[config.mk]
export PLATFORM = sky130hd
export DESIGN_NAME = overwrite_ring_dma_tx_core_flat
export DESIGN_NICKNAME = d
export VERILOG_FILES = /design/src/hdl/ordma_pkg.sv /design/src/hdl/ordma_if.sv /design/src/hdl/ordma_store.sv /design/src/hdl/ordma_ctrl.sv /design/src/hdl/overwrite_ring_dma_tx_core.sv /design/src/flat_wrapper.sv
export SDC_FILE = /design/constraint.sdc
export NUM_CORES = 1
export LEC_CHECK = 0
export BUFFER_PORTS_ARGS = -buffer_cell sky130_fd_sc_hd__buf_4
export CORE_ASPECT_RATIO = 1.25
export CORE_MARGIN = 5
export CORE_UTILIZATION = 35
export DETAILED_ROUTE_END_ITERATION = 12
export HOLD_SLACK_MARGIN = 0.05
export SLEW_MARGIN = 10
export SYNTH_ARGS = -nofsm -noshare
export SYNTH_HDL_FRONTEND = slang
export SYNTH_SLANG_ARGS = --single-unit
[constraint.sdc]
create_clock -name clk -period 9.36 [get_ports clk]
set_clock_uncertainty 0.05 [all_clocks]
set_input_delay 1.872 -clock clk [delete_from_list [all_inputs] [get_ports clk]]
set_output_delay 1.872 -clock clk [all_outputs]
set_load 0.03 [all_outputs]
[src/hdl/ordma_pkg.sv]
// ----------------------------------------------------------------------------
// ordma_pkg
// Shared types, codes and sizes of the overwriting transmit ring buffer.
// ----------------------------------------------------------------------------
package ordma_pkg;

  // Ring geometry and burst limit
  localparam int BUF_DEPTH = 1024;
  localparam int BURST_MAX = 255;
  localparam int IDX_W     = $clog2(BUF_DEPTH);
  // Width that holds an index sum, an available byte count and the depth itself
  localparam int SUM_W     = ((IDX_W + 1 > 8) ? IDX_W + 1 : 8) + 1;

  // Fixed field widths of the channels
  localparam int FUNC_W   = 2;
  localparam int STATUS_W = 2;
  localparam int LEN_W    = 16;
  localparam int BYTE_W   = 8;
  localparam int START_W  = 10;

  // Function codes
  localparam logic [FUNC_W-1:0] FUNC_WRITE = 2'd0;
  localparam logic [FUNC_W-1:0] FUNC_DONE  = 2'd1;
  localparam logic [FUNC_W-1:0] FUNC_FLUSH = 2'd2;

  // Status codes
  localparam logic [STATUS_W-1:0] ST_OK       = 2'd0;
  localparam logic [STATUS_W-1:0] ST_DISABLED = 2'd1;
  localparam logic [STATUS_W-1:0] ST_TOO_LONG = 2'd2;

  // One result item
  typedef struct packed {
    logic [STATUS_W-1:0] status;
    logic                burst_valid;
    logic [START_W-1:0]  burst_start;
    logic [BYTE_W-1:0]   burst_len;
    logic                burst_abort;
    logic                is_full;
  } result_t;

  // Byte store write request
  typedef struct packed {
    logic              en;
    logic [IDX_W-1:0]  addr;
    logic [BYTE_W-1:0] data;
  } store_wr_t;

endpackage

[src/hdl/ordma_if.sv]
// ----------------------------------------------------------------------------
// ordma channel interfaces
// Request, response and configuration channels with valid/ready handshake.
// ----------------------------------------------------------------------------
interface ordma_req_if;
  logic                                valid;
  logic                                ready;
  logic [ordma_pkg::FUNC_W-1:0]        func;
  logic [ordma_pkg::BYTE_W-1:0]        data_byte;
  logic                                first_byte;
  logic                                last_byte;
  logic [ordma_pkg::LEN_W-1:0]         msg_len;
  logic [ordma_pkg::BYTE_W-1:0]        done_len;

  modport source (output valid, func, data_byte, first_byte, last_byte, msg_len, done_len,
                  input ready);
  modport sink   (input valid, func, data_byte, first_byte, last_byte, msg_len, done_len,
                  output ready);
endinterface

interface ordma_rsp_if;
  logic                                valid;
  logic                                ready;
  logic [ordma_pkg::STATUS_W-1:0]      status;
  logic                                burst_valid;
  logic [ordma_pkg::START_W-1:0]       burst_start;
  logic [ordma_pkg::BYTE_W-1:0]        burst_len;
  logic                                burst_abort;
  logic                                is_full;

  modport source (output valid, status, burst_valid, burst_start, burst_len, burst_abort,
                  is_full, input ready);
  modport sink   (input valid, status, burst_valid, burst_start, burst_len, burst_abort,
                  is_full, output ready);
endinterface

interface ordma_cfg_if;
  logic valid;
  logic ready;
  logic tx_enable;

  modport source (output valid, tx_enable, input ready);
  modport sink   (input valid, tx_enable, output ready);
endinterface

[src/hdl/ordma_store.sv]
// ----------------------------------------------------------------------------
// ordma_store
// Synchronous single-port byte store of the ring, one write per cycle.
// ----------------------------------------------------------------------------
module ordma_store (
  input  logic                 clk,
  input  ordma_pkg::store_wr_t wr
);

  logic [ordma_pkg::BYTE_W-1:0] mem [ordma_pkg::BUF_DEPTH];

  // Store the byte at the write pointer
  always_ff @(posedge clk) begin
    if (wr.en) begin
      mem[wr.addr] <= wr.data;
    end
  end

endmodule

[src/hdl/ordma_ctrl.sv]
// ----------------------------------------------------------------------------
// ordma_ctrl
// Ring pointers, full/sending/discard flags and burst issue logic.
// ----------------------------------------------------------------------------
module ordma_ctrl (
  input  logic                                clk,
  input  logic                                rst,
  input  logic                                cfg_wr,
  input  logic                                cfg_tx_enable,
  input  logic                                accept,
  input  logic [ordma_pkg::FUNC_W-1:0]        func,
  input  logic [ordma_pkg::BYTE_W-1:0]        data_byte,
  input  logic                                first_byte,
  input  logic                                last_byte,
  input  logic [ordma_pkg::LEN_W-1:0]         msg_len,
  input  logic [ordma_pkg::BYTE_W-1:0]        done_len,
  output ordma_pkg::result_t                  result,
  output ordma_pkg::store_wr_t                store_wr
);

  localparam int IW = ordma_pkg::IDX_W;
  localparam int SW = ordma_pkg::SUM_W;

  logic          tx_enable;
  logic [IW-1:0] write_index, write_index_next;
  logic [IW-1:0] send_index, send_index_next;
  logic          full_flag, full_flag_next;
  logic          sending, sending_next;
  logic          discarding, discarding_next;

  logic          take;
  logic          issue_ok;
  logic [IW-1:0] widx_inc;
  logic [SW-1:0] done_sum;
  logic [SW-1:0] avail;
  logic [SW-1:0] burst_cnt;

  // Next pointer and flag values plus the result of this item
  always_comb begin
    write_index_next = write_index;
    send_index_next  = send_index;
    full_flag_next   = full_flag;
    sending_next     = sending;
    discarding_next  = discarding;
    result           = '0;
    take             = 1'b0;
    issue_ok         = 1'b0;
    widx_inc         = (write_index == IW'(ordma_pkg::BUF_DEPTH - 1)) ? '0
                                                                       : write_index + 1'b1;
    done_sum         = SW'(send_index) + SW'(done_len);

    case (func)
      ordma_pkg::FUNC_WRITE: begin
        take = 1'b1;
        if (!tx_enable) begin
          result.status = ordma_pkg::ST_DISABLED;
          if (first_byte) begin
            discarding_next = 1'b1;
          end
          take = 1'b0;
        end else if (first_byte) begin
          if (SW'(msg_len) >= SW'(ordma_pkg::BUF_DEPTH) || msg_len[ordma_pkg::LEN_W-1:0] !=
              ordma_pkg::LEN_W'(SW'(msg_len))) begin
            result.status   = ordma_pkg::ST_TOO_LONG;
            discarding_next = 1'b1;
            take            = 1'b0;
          end else begin
            discarding_next = 1'b0;
          end
        end else if (discarding) begin
          take = 1'b0;
        end
        if (take) begin
          write_index_next = widx_inc;
          if (full_flag || widx_inc == send_index) begin
            send_index_next = widx_inc;
            full_flag_next  = 1'b1;
            if (sending) begin
              result.burst_abort = 1'b1;
              sending_next       = 1'b0;
            end
          end
          issue_ok = last_byte;
        end
      end
      ordma_pkg::FUNC_DONE: begin
        if (sending) begin
          send_index_next = (done_sum >= SW'(ordma_pkg::BUF_DEPTH)) ? '0 : IW'(done_sum);
          if (done_len != '0) begin
            full_flag_next = 1'b0;
          end
          sending_next = 1'b0;
          issue_ok     = 1'b1;
        end
      end
      ordma_pkg::FUNC_FLUSH: begin
        result.burst_abort = sending;
        sending_next       = 1'b0;
        write_index_next   = '0;
        send_index_next    = '0;
        full_flag_next     = 1'b0;
        discarding_next    = 1'b0;
      end
      default: begin
      end
    endcase

    // Issue the next burst from the send pointer over contiguous unsent bytes
    avail = (write_index_next > send_index_next)
          ? SW'(write_index_next) - SW'(send_index_next)
          : SW'(ordma_pkg::BUF_DEPTH) - SW'(send_index_next);
    burst_cnt = (avail > SW'(ordma_pkg::BURST_MAX)) ? SW'(ordma_pkg::BURST_MAX) : avail;
    if (issue_ok && tx_enable && !sending_next &&
        !(write_index_next == send_index_next && !full_flag_next)) begin
      sending_next       = 1'b1;
      result.burst_valid = 1'b1;
      result.burst_start = ordma_pkg::START_W'(send_index_next);
      result.burst_len   = ordma_pkg::BYTE_W'(burst_cnt);
    end

    result.is_full = full_flag_next;
  end

  // Store write for accepted bytes
  assign store_wr.en   = accept && take;
  assign store_wr.addr = write_index;
  assign store_wr.data = data_byte;

  // Advance pointers and flags on an accepted item; take config writes
  always_ff @(posedge clk) begin
    if (rst) begin
      tx_enable   <= 1'b0;
      write_index <= '0;
      send_index  <= '0;
      full_flag   <= 1'b0;
      sending     <= 1'b0;
      discarding  <= 1'b0;
    end else begin
      if (cfg_wr) begin
        tx_enable <= cfg_tx_enable;
      end
      if (accept) begin
        write_index <= write_index_next;
        send_index  <= send_index_next;
        full_flag   <= full_flag_next;
        sending     <= sending_next;
        discarding  <= discarding_next;
      end
    end
  end

endmodule

[src/hdl/overwrite_ring_dma_tx_core.sv]
// ----------------------------------------------------------------------------
// overwrite_ring_dma_tx_core
// Transmit ring buffer that overwrites its oldest unsent bytes and issues DMA bursts.
// ----------------------------------------------------------------------------
// Usage:
//   req carries one item per handshake: a message byte write, a burst-complete
//   event (with the byte count sent) or a flush. Every accepted item gives exactly
//   one rsp item with a status, an optional new burst (start index and length),
//   an abort flag for the burst in flight, and the full flag.
//   cfg writes tx_enable; write it only while no item is in flight.
// Response and throughput:
//   An accepted item's response is presented in the cycle after it is accepted,
//   from the response register. One item per cycle is sustained while rsp.ready
//   is high; the registered pointer update and the one-port byte store write allow it.
// Reset:
//   rst (synchronous, active high) clears the pointers, flags and tx_enable and
//   empties the response register. Stored bytes are not cleared.
// Receiver stall:
//   While rsp.ready is low and a response is pending, req.ready drops, so no
//   item is lost; a new item is taken in the same cycle the pending one leaves.
// ----------------------------------------------------------------------------
module overwrite_ring_dma_tx_core (
  input  logic clk,
  input  logic rst,
  ordma_req_if.sink   req,
  ordma_rsp_if.source rsp,
  ordma_cfg_if.sink   cfg
);

  logic                 accept;
  logic                 rsp_valid;
  ordma_pkg::result_t   result;
  ordma_pkg::result_t   rsp_data;
  ordma_pkg::store_wr_t store_wr;

  // Take a new item when the response register is empty or drains now
  assign req.ready = !rsp_valid || rsp.ready;
  assign accept    = req.valid && req.ready;
  assign cfg.ready = 1'b1;

  ordma_ctrl u_ctrl (
    .clk           (clk),
    .rst           (rst),
    .cfg_wr        (cfg.valid),
    .cfg_tx_enable (cfg.tx_enable),
    .accept        (accept),
    .func          (req.func),
    .data_byte     (req.data_byte),
    .first_byte    (req.first_byte),
    .last_byte     (req.last_byte),
    .msg_len       (req.msg_len),
    .done_len      (req.done_len),
    .result        (result),
    .store_wr      (store_wr)
  );

  ordma_store u_store (
    .clk (clk),
    .wr  (store_wr)
  );

  // Hold the response until taken
  always_ff @(posedge clk) begin
    if (rst) begin
      rsp_valid <= 1'b0;
    end else if (accept) begin
      rsp_valid <= 1'b1;
    end else if (rsp.ready) begin
      rsp_valid <= 1'b0;
    end
  end

  always_ff @(posedge clk) begin
    if (accept) begin
      rsp_data <= result;
    end
  end

  assign rsp.valid       = rsp_valid;
  assign rsp.status      = rsp_data.status;
  assign rsp.burst_valid = rsp_data.burst_valid;
  assign rsp.burst_start = rsp_data.burst_start;
  assign rsp.burst_len   = rsp_data.burst_len;
  assign rsp.burst_abort = rsp_data.burst_abort;
  assign rsp.is_full     = rsp_data.is_full;

`ifndef SYNTHESIS
  // Every accepted item leaves a response in the next cycle
  a_rsp_follows: assert property (@(posedge clk) disable iff (rst)
    accept |=> rsp_valid)
    else $error("no response after accepted item");

  // An issued burst always comes with an ok status and a nonzero length
  a_burst_ok: assert property (@(posedge clk) disable iff (rst)
    rsp_valid && rsp_data.burst_valid |-> rsp_data.status == ordma_pkg::ST_OK &&
      rsp_data.burst_len != '0)
    else $error("burst issued with bad status or zero length");

  // A rejected write never stores a byte
  a_reject_no_store: assert property (@(posedge clk) disable iff (rst)
    accept && (result.status == ordma_pkg::ST_DISABLED ||
               result.status == ordma_pkg::ST_TOO_LONG) |-> !store_wr.en)
    else $error("rejected byte written to the store");
`endif

endmodule
[src/flat_wrapper.sv]
// flat-port wrapper written by rule: the top's interface ports become plain ports
module overwrite_ring_dma_tx_core_flat 
  (clk, rst, req_valid, req_func, req_data_byte, req_first_byte, req_last_byte, req_msg_len, req_done_len, req_ready, rsp_valid, rsp_status, rsp_burst_valid, rsp_burst_start, rsp_burst_len, rsp_burst_abort, rsp_is_full, rsp_ready, cfg_valid, cfg_tx_enable, cfg_ready);
  ordma_req_if req_i ();
  ordma_rsp_if rsp_i ();
  ordma_cfg_if cfg_i ();
  input  logic clk;
  input  logic rst;
  input wire logic [$bits(req_i.valid)-1:0] req_valid;
  input wire logic [$bits(req_i.func)-1:0] req_func;
  input wire logic [$bits(req_i.data_byte)-1:0] req_data_byte;
  input wire logic [$bits(req_i.first_byte)-1:0] req_first_byte;
  input wire logic [$bits(req_i.last_byte)-1:0] req_last_byte;
  input wire logic [$bits(req_i.msg_len)-1:0] req_msg_len;
  input wire logic [$bits(req_i.done_len)-1:0] req_done_len;
  output wire logic [$bits(req_i.ready)-1:0] req_ready;
  output wire logic [$bits(rsp_i.valid)-1:0] rsp_valid;
  output wire logic [$bits(rsp_i.status)-1:0] rsp_status;
  output wire logic [$bits(rsp_i.burst_valid)-1:0] rsp_burst_valid;
  output wire logic [$bits(rsp_i.burst_start)-1:0] rsp_burst_start;
  output wire logic [$bits(rsp_i.burst_len)-1:0] rsp_burst_len;
  output wire logic [$bits(rsp_i.burst_abort)-1:0] rsp_burst_abort;
  output wire logic [$bits(rsp_i.is_full)-1:0] rsp_is_full;
  input wire logic [$bits(rsp_i.ready)-1:0] rsp_ready;
  input wire logic [$bits(cfg_i.valid)-1:0] cfg_valid;
  input wire logic [$bits(cfg_i.tx_enable)-1:0] cfg_tx_enable;
  output wire logic [$bits(cfg_i.ready)-1:0] cfg_ready;
  assign req_i.valid = req_valid;
  assign req_i.func = req_func;
  assign req_i.data_byte = req_data_byte;
  assign req_i.first_byte = req_first_byte;
  assign req_i.last_byte = req_last_byte;
  assign req_i.msg_len = req_msg_len;
  assign req_i.done_len = req_done_len;
  assign req_ready = req_i.ready;
  assign rsp_valid = rsp_i.valid;
  assign rsp_status = rsp_i.status;
  assign rsp_burst_valid = rsp_i.burst_valid;
  assign rsp_burst_start = rsp_i.burst_start;
  assign rsp_burst_len = rsp_i.burst_len;
  assign rsp_burst_abort = rsp_i.burst_abort;
  assign rsp_is_full = rsp_i.is_full;
  assign rsp_i.ready = rsp_ready;
  assign cfg_i.valid = cfg_valid;
  assign cfg_i.tx_enable = cfg_tx_enable;
  assign cfg_ready = cfg_i.ready;
  overwrite_ring_dma_tx_core u_core (.clk(clk), .rst(rst), .req(req_i), .rsp(rsp_i), .cfg(cfg_i));
endmodule
==> results.ini, run 1 <==
[die]
chipHeight_um = 132
die_width_um = 107
coreArea_mm2 = 0.0116
io_pins = 68
die-area_mm2 = 0.0142
row_count = 44
initial_core_util = 0.358

[power]
leakage_nw = 1.82
peakVddDrop_mv = 0.0581
p_per_area_mw_per_mm2 = 129

[final_layout]
synthToLayoutAreaGrowth_pct = 14.0
antenna_cells = 0
drive_above_1_share = 0.162
final_cell_mix = nor2_1 (57), buf_4 (49), nand2_1 (40)
nNetsFinal = 589
multi_input_area_mm2 = 0.00272
stdcell_area_mm2 = 0.00474
seqCellArea_mm2 = 0.00119
n_fill_cell = 1176
final_common_cell = nor2_1

[status]
status = finished, final reports clean

[drt]
vias = 3880
drt_iter0_drc = 301
first_pass_iters = 5
wl_mm = 11.8
viasPerCell = 5.65
post-route-drc-count = 0
post_drt_wl_per_cell_um = 17.2
ant_nets = 0

[clocking]
post_cts_buffers = 0
path_clk_slew_ns = 0.07
cts_buffers = 5
clock_latency_ns = 0.29
cts_htree_levels = 2
ctsResizeCount = 0
cts.sink_count = 48
root_buffer = clkbuf_16
cts_buffer_depth = 2
cts_tree = done
hold_buffers = 0

[setup_path]
reg2reg_from = u_core.u_ctrl.write_index[0]
critPathLaunch = req_done_len[0]
cp_max_fo = 16
startpoint_type = primary input
end_kind = flop
path_common_cell = a21oi_1
path_cells = buf_4, ha_1, inv_1, fa_1, nand2b_1, a21oi_1, o221a_2, nand2b_1, o22ai_1, a211oi_2, ha_1, nor2b_1, o21ai_0, a21oi_1, o31ai_1, a2111oi_0, o21ai_0, a21oi_1, buf_4, o41ai_2, o22ai_1
path_class = in -> reg
worst_ep_required_time_ns = 9.32
crit_slowest_cell = o41ai_2
slowest_delay_ns = 0.69
cp.arrival_ns = 7.25

[grt]
grt_max_degree = 61
grt_pass1_vias = 3742
grt.overflow.total = 0
grt_util_all_layers = 0.168
antenna_found_initial = 0
grt_pass1_wl_mm = 19.3

[synth]
ys.flop_type = dfxtp_1
ys_types = 83
synthArstFlopShare = 0
synth_edf_count = 23
syn-mean-instance-area_um2 = 8.31
synth-seq-cells = 48
yosysSeqAreaShare = 0.287
yosys_warnings = 0
netlist_area_mm2 = 0.00416
synthCells = 500
synth_nets = 564

[sta]
fmax_mhz = 137
setup_viol = 0
period_minus_slack_ns = 7.30
worst_pin_slew_ns = 1.05
post-route-period-util = 0.779
relSlewSlack = 0.298
final.setup.tns_ns = 0
rsz0062_at_grt = no
hold_viol_final = 0
slew_viol_final = 0

[place]
place_area_mm2 = 0.00457
place.gp.congestion = 0.965
io_buffers = 48
dpl.hpwl_mm = 9.18

[job]
maxCapViolCount = 0

[worst_hold_path]
hold_start = u_core.u_ctrl.discarding
holdCritPathClass = reg -> reg

where the power goes:
| part | total (mW) | switching (mW) | internal, mW |
|---|---|---|---|
| clock | 0.203 | 0.0772 | 0.126 |
| combinational | 0.168 | 0.102 | 0.0660 |
| sequential | 0.243 | 0.0126 | 0.230 |
| total | 0.614 | 0.192 | 0.422 |
sequential cells by signal, indices dropped and copies added, names as in the netlist:
name and count:
u_core.rsp.burst_start 10, u_core.u_ctrl.send_index 10, u_core.u_ctrl.write_index 10, u_core.rsp.burst_len 8
u_core.rsp.status 2, u_core.rsp.burst_abort 1, u_core.rsp.burst_valid 1, u_core.rsp.is_full 1
u_core.rsp.valid 1, u_core.u_ctrl.discarding 1, u_core.u_ctrl.full_flag 1, u_core.u_ctrl.sending 1
u_core.u_ctrl.tx_enable 1
synthesized netlist by cell type, drive strengths merged, types with 13 or more instances:
cell type	count	area (µm²)
dfxtp	25	500
a211oi	23	200
nand2	42	163
inv	24	92.6
edfxtp	23	691
nor3	13	75.1
ha	20	250
o21ai	30	150
xnor2	13	114
nand3	13	70.1
buf	14	90.1
a21oi	30	154
clkbuf	17	63.8
nor2	58	225
metal layers:
metal,track usage,up-vias,wire [µm]
met5,0,-,0
met4,0.0463,0,192
met3,0.0142,12,507
met2,0.301,132,6000
met1,0.214,1823,5090
li1,-,1913,-
logic make-up after synthesis:
logic type | share of synthesized area
flip-flops | 0.287
AO/OA/AOI/OAI | 0.287
AND/OR/NAND/NOR | 0.235
adder cells (fa/ha/maj) | 0.0698
XOR/XNOR | 0.0464
multiplexers | 0.0148
buffers and inverters | 0.0593
other | 0.000902
path summary, 6_finish.rpt:
path / to / slack (ns) / cells after the start
max: u_core.rsp.burst_len[6] / 2.06 / 21
min reg2reg: u_core.u_ctrl.discarding / 0.43 / 2
min: u_core.u_ctrl.discarding / 0.43 / 2
max reg2reg: u_core.rsp.burst_len[6] / 2.67 / 19
per-stage QoR:
stage               setup slack, ns   util  hold WS [ns]  instances  power, mW
floorplan                      3.03      -         0.399        500      0.365
global placement               1.89  0.394         0.410        679      0.412
detailed placement             1.83  0.394         0.416        679      0.414
CTS                            2.09  0.408         0.428        687      0.617
global route                   1.67  0.408         0.471        687      0.644
finish                         2.06  0.408         0.426        687      0.614
layout make-up:
type	count	share of cell area
multi-input cells	397	0.574
flip-flops and latches	48	0.251
repair buffers	49	0.0776
well taps	161	0.0425
clock buffers	5	0.0264
inverters	24	0.0195
clock inverters	3	0.00898
critical path, delay by kind of cell:
| kind | cells | cell delay [ns] |
|---|---|---|
| fa+ha+maj | 3 | 0.92 |
| simple gates | 3 | 0.51 |
| buf+inv | 3 | 0.38 |
| compound gates | 12 | 3.57 |
(Power assumes the default switching activity.)
==> run 2, diff against run 1 <==
--- a/config.mk
+++ b/config.mk
@@ -5,6 +5,7 @@
 export SDC_FILE = /design/constraint.sdc
 export NUM_CORES = 1
 export LEC_CHECK = 0
+export ABC_AREA = 1
 export BUFFER_PORTS_ARGS = -buffer_cell sky130_fd_sc_hd__buf_4
 export CORE_ASPECT_RATIO = 1.25
 export CORE_MARGIN = 5
==> constraint.sdc (replaced) <==
create_clock -name clk -period 7.6 [get_ports clk]
set_clock_uncertainty 0.05 [all_clocks]
set_input_delay 1.52 -clock clk [delete_from_list [all_inputs] [get_ports clk]]
set_output_delay 1.52 -clock clk [all_outputs]
set_load 0.03 [all_outputs]
==> results.ini, run 2 <==
[place]
dpl.hpwl_mm = 9.44
place.gp.congestion = 0.965
io_buffers = 48
pre_cts_ws_ns = 1.09

[setup_path]
path_class = in -> reg
cp_max_fo = 11
slowest_delay_ns = 0.40
critPathLaunch = req_done_len[0]
reg2reg_from = u_core.u_ctrl.send_index[0]
startpoint_type = primary input
end_kind = flop
worst_ep_required_time_ns = 7.59
reg2reg_depth = 31
r2r-end = u_core.rsp.burst_len[4]
path_common_cell = nand2_1
cp.arrival_ns = 6.26
crit_slowest_cell = fa_1
ff2ff_setup_slack_ns = 2.13

[worst_hold_path]
whs_path_depth = 2
hold_start = u_core.u_ctrl.discarding
holdCritPathClass = reg -> reg
hold-path-endpoint = u_core.u_ctrl.discarding

[synth]
synthArstFlopShare = 0
synthCells = 599
syn-mean-instance-area_um2 = 6.77
synth_edf_count = 23
yosysTopAreaCell = edfxtp_1
netlist_area_mm2 = 0.00406
synth_top_area_frac = 0.170
synth_nets = 663
ys.flop_type = dfxtp_1
synth_area_leaders = edfxtp_1 (17%), dfxtp_1 (12%), nand2_1 (12%)
synthTopCellsByCount = nand2_1 (126), inv_1 (97), nor2_1 (53)
ys_types = 44
yosysSeqAreaShare = 0.294
yosys_warnings = 0
synth-seq-cells = 48
post-synth-top-count-cell = nand2_1

[drt]
drt_iter0_drc = 239
vias = 4045
post-route-drc-count = 0
post_drt_wl_per_cell_um = 15.3
ant_nets = 0
first_pass_iters = 5
viasPerCell = 5.17
wl_mm = 11.9

[die]
die_width_um = 106
chipHeight_um = 130
io_pins = 68
die-area_mm2 = 0.0139
row_count = 44
initial_core_util = 0.353
coreArea_mm2 = 0.0115

[power]
p_per_area_mw_per_mm2 = 187
clock_power_share = 0.320
p_seq_frac = 0.341
leakage_nw = 2.34
p_int_mw = 0.566
swShare = 0.361
power.switching_mw = 0.319
peakVddDrop_mv = 0.0850
power_frac_comb = 0.339

[grt]
grt_pass1_vias = 3827
grt_pass1_wl_mm = 19.1
grt_max_degree = 44
grt_util_all_layers = 0.174
grt.overflow.total = 0
antenna_found_initial = 0

[final_layout]
final_cell_mix = nand2_1 (126), inv_1 (97), nor2_1 (53)
drive_above_1_share = 0.157
nNetsFinal = 708
antenna_cells = 0
final_common_cell = nand2_1
synthToLayoutAreaGrowth_pct = 16.6

[clocking]
ctsResizeCount = 0
hold_buffers = 0
cts_tree = done
cts_buffer_depth = 2
clock_latency_ns = 0.30
cts_buffers = 5
cts.sink_count = 48
root_buffer = clkbuf_16
post_cts_buffers = 0
path_clk_slew_ns = 0.07
cts_htree_levels = 2

[sta]
slew_viol_final = 0
setup_viol = 0
period_minus_slack_ns = 6.28
worst_pin_slew_ns = 0.930
final.setup.tns_ns = 0
fmax_mhz = 159
rsz0062_at_grt = no
post-route-period-util = 0.826
setup_ws_ns = 1.32
relSlewSlack = 0.379
hold_viol_final = 0

[job]
maxCapViolCount = 0

[status]
status = finished, final reports clean

-- run 2: kinds of logic after synthesis --
group / Yosys count / share of synthesized area
AO/OA/AOI/OAI: 138 / 0.195
XOR/XNOR: 11 / 0.0238
adder cells (fa/ha/maj): 22 / 0.0716
buffers and inverters: 116 / 0.113
flip-flops: 48 / 0.294
other: 1 / 0.000924
AND/OR/NAND/NOR: 263 / 0.303
-- run 2: through the flow --
stage	total power [mW]	hold WS, ns	area (µm²)	util	instances
3_3_place_gp	0.600	0.406	4540	0.395	775
6_report	0.885	0.427	4730	0.411	783
5_1_grt	0.935	0.456	4730	0.411	783
4_1_cts	0.887	0.427	4730	0.411	783
3_5_place_dp	0.605	0.416	4540	0.395	775
2_1_floorplan	0.522	0.393	4060	-	599
-- run 2: worst max-delay path by stage --
stage / endpoint / slack [ns] / cells after the start
detailed placement: u_core.rsp.burst_len[0] / 1.09 / 32
floorplan: u_core.rsp.burst_len[0] / 1.99 / 33
global route: u_core.rsp.burst_len[4] / 0.72 / 32
finish: u_core.rsp.burst_len[4] / 1.32 / 32
global placement: u_core.rsp.burst_len[0] / 1.16 / 32
CTS: u_core.rsp.burst_len[0] / 1.35 / 32
-- run 2: metal layers --
layer  global-route usage  vias to the layer above  share of wire
li1                     -                     2055              -
met1                0.205                     1854           0.42
met4               0.0983                        0          0.052
met3               0.0173                       32          0.040
met5                    0                        -              0
met2                0.308                      104           0.49
-- run 2: area by class of cell --
cell class,count,area [µm²]
fill,1191,6780
multi-input combinational,435,2410
sequential,48,1190
inverter,104,392
timing repair buffer,50,375
tap,138,173
clock buffer,6,150
clock inverter,2,38.8
-- run 2: power groups by stage --
| stage | combinational [mW] | clock, mW | sequential (mW) |
|---|---|---|---|
| floorplan | 0.207 | 0 | 0.316 |
| global placement | 0.293 | 0 | 0.307 |
| detailed placement | 0.297 | 0 | 0.308 |
| CTS | 0.299 | 0.286 | 0.302 |
| global route | 0.335 | 0.296 | 0.304 |
| finish | 0.300 | 0.283 | 0.302 |
-- run 2: critical path: cells and delay by family --
family	cells	cell delay, ns
and+or+nand+nor	13	1.74
buffers and inverters	6	0.69
AOI/OAI and AO/OA	10	1.56
adders and majority gates	3	0.76
==> run 3, diff against run 2 <==
==> constraint.sdc (replaced) <==
create_clock -name clk -period 5.5 [get_ports clk]
set_clock_uncertainty 0.05 [all_clocks]
set_input_delay 1.1 -clock clk [delete_from_list [all_inputs] [get_ports clk]]
set_output_delay 1.1 -clock clk [all_outputs]
set_load 0.03 [all_outputs]
==> results.ini, run 3 (same netlist as run 2, synthesis figures left out) <==
[sta]
fmax_mhz = 198
hold_viol_final = 0
final.setup.tns_ns = 0
slew_viol_final = 0
setup_ws_ns = 0.440
holdWs_ns = 0.425
worst_pin_slew_ns = 0.977
relSlewSlack = 0.348
post-route-period-util = 0.920
setup_viol = 0
period_minus_slack_ns = 5.06

[drt]
top_layer_used = met4
ant_nets = 0
drt_iter0_drc = 249
met2_length_mm = 5.91
first_pass_iters = 5
vias = 4109
post_drt_wl_per_cell_um = 15.1
wl_met3_um = 486
viasPerCell = 5.12
wl_mm = 12.1
post-route-drc-count = 0
met1_length_mm = 5.08

[worst_hold_path]
hold-path-endpoint = u_core.u_ctrl.discarding
holdCritPathClass = reg -> reg
hold_start = u_core.u_ctrl.discarding
whs_path_depth = 2

[final_layout]
antenna_cells = 0
drive_above_1_share = 0.188
synthToLayoutAreaGrowth_pct = 20.0
final_cell_mix = nand2_1 (125), inv_1 (96), buf_4 (69)
n_fill_cell = 1194
final_core_util = 0.423
final_common_cell = nand2_1
seqCellArea_mm2 = 0.00119
multi_input_area_mm2 = 0.00242
nNetsFinal = 727

[clocking]
cts_htree_levels = 2
cts_buffers = 5
hold_buffers = 0
clock_latency_ns = 0.29
cts_tree = done
path_clk_slew_ns = 0.07
cts.sink_count = 48
cts_buffer_depth = 2
root_buffer = clkbuf_16

[grt]
antenna_found_initial = 0
grt_pass1_wl_mm = 19.7
grt_max_degree = 44
grt_util_all_layers = 0.179
grt_pass1_vias = 3890
grt.overflow.total = 0

[setup_path]
end_kind = flop
path_class = in -> reg
r2r-end = u_core.rsp.burst_len[5]
reg2reg_depth = 33
worst_ep_required_time_ns = 5.48
cp_max_fo = 9
reg2reg_from = u_core.u_ctrl.send_index[0]
startpoint_type = primary input
crit_slowest_cell = fa_1
cp.arrival_ns = 5.04
slowest_delay_ns = 0.41
path_common_cell = nand2_1
ff2ff_setup_slack_ns = 0.81

[die]
die-area_mm2 = 0.0139
initial_core_util = 0.353
row_count = 44
die_width_um = 106
coreArea_mm2 = 0.0115
io_pins = 68
chipHeight_um = 130

[power]
leakage_nw = 2.42
clock_power_share = 0.291
power_frac_comb = 0.371
peakVddDrop_mv = 0.110
p_per_area_mw_per_mm2 = 253
power.switching_mw = 0.446
power_mw = 1.23
p_seq_frac = 0.338
swShare = 0.362
p_int_mw = 0.787

[place]
pre_cts_ws_ns = -0.0686
place.gp.congestion = 0.910
dpl.hpwl_mm = 9.91
io_buffers = 48

[status]
status = finished, final reports clean

[job]
maxCapViolCount = 0

run 3: power by group through the flow:
stage	registers (mW)	clock network [mW]	logic, mW
finish	0.417	0.359	0.457
global route	0.420	0.381	0.510
floorplan	0.437	0	0.285
detailed placement	0.425	0	0.449
global placement	0.425	0	0.441
CTS	0.417	0.368	0.452
run 3: worst max path at each step:
stage | from | endpoint | slack (ns) | depth (start not counted)
global placement | req_done_len[0] | u_core.rsp.burst_len[5] | 0.03 | 32
floorplan | req_done_len[0] | u_core.rsp.burst_len[0] | 0.31 | 33
detailed placement | req_done_len[0] | u_core.rsp.burst_len[5] | -0.07 | 32
finish | req_done_len[0] | u_core.rsp.burst_len[5] | 0.44 | 34
CTS | req_done_len[0] | u_core.rsp.burst_len[5] | 0.22 | 32
global route | req_done_len[0] | u_core.rsp.burst_len[4] | -0.006 | 32
run 3: through the flow:
step	area, µm²	instances
floorplan	4060	599
global placement	4680	794
detailed placement	4680	794
CTS	4850	802
global route	4870	802
finish	4870	802
run 3: area by class of cell:
| cell class | count | share of cell area |
|---|---|---|
| Clock inverter | 3 | 0.00951 |
| Multi-Input combinational cell | 435 | 0.498 |
| Tap cell | 138 | 0.0355 |
| Timing Repair Buffer | 69 | 0.106 |
| Clock buffer | 5 | 0.0257 |
| Inverter | 104 | 0.0804 |
| Sequential cell | 48 | 0.245 |
run 3: worst max-delay path: cells and delay by family:
family          cells  cell delay (ns)
simple gates       13             1.13
compound gates     11             1.42
fa+ha+maj           3             0.83
buf+inv             7             0.58
run 3: repair_timing:
action	in CTS	in global routing
gates resized for setup	0	8
buffers inserted	0	0
endpoints found under the setup margin	0	12
run 3: layer usage:
| layer | global-route usage | vias up |
|---|---|---|
| li1 | - | 2092 |
| met1 | 0.217 | 1865 |
| met2 | 0.309 | 123 |
| met3 | 0.0168 | 29 |
| met4 | 0.103 | 0 |
| met5 | 0 | - |
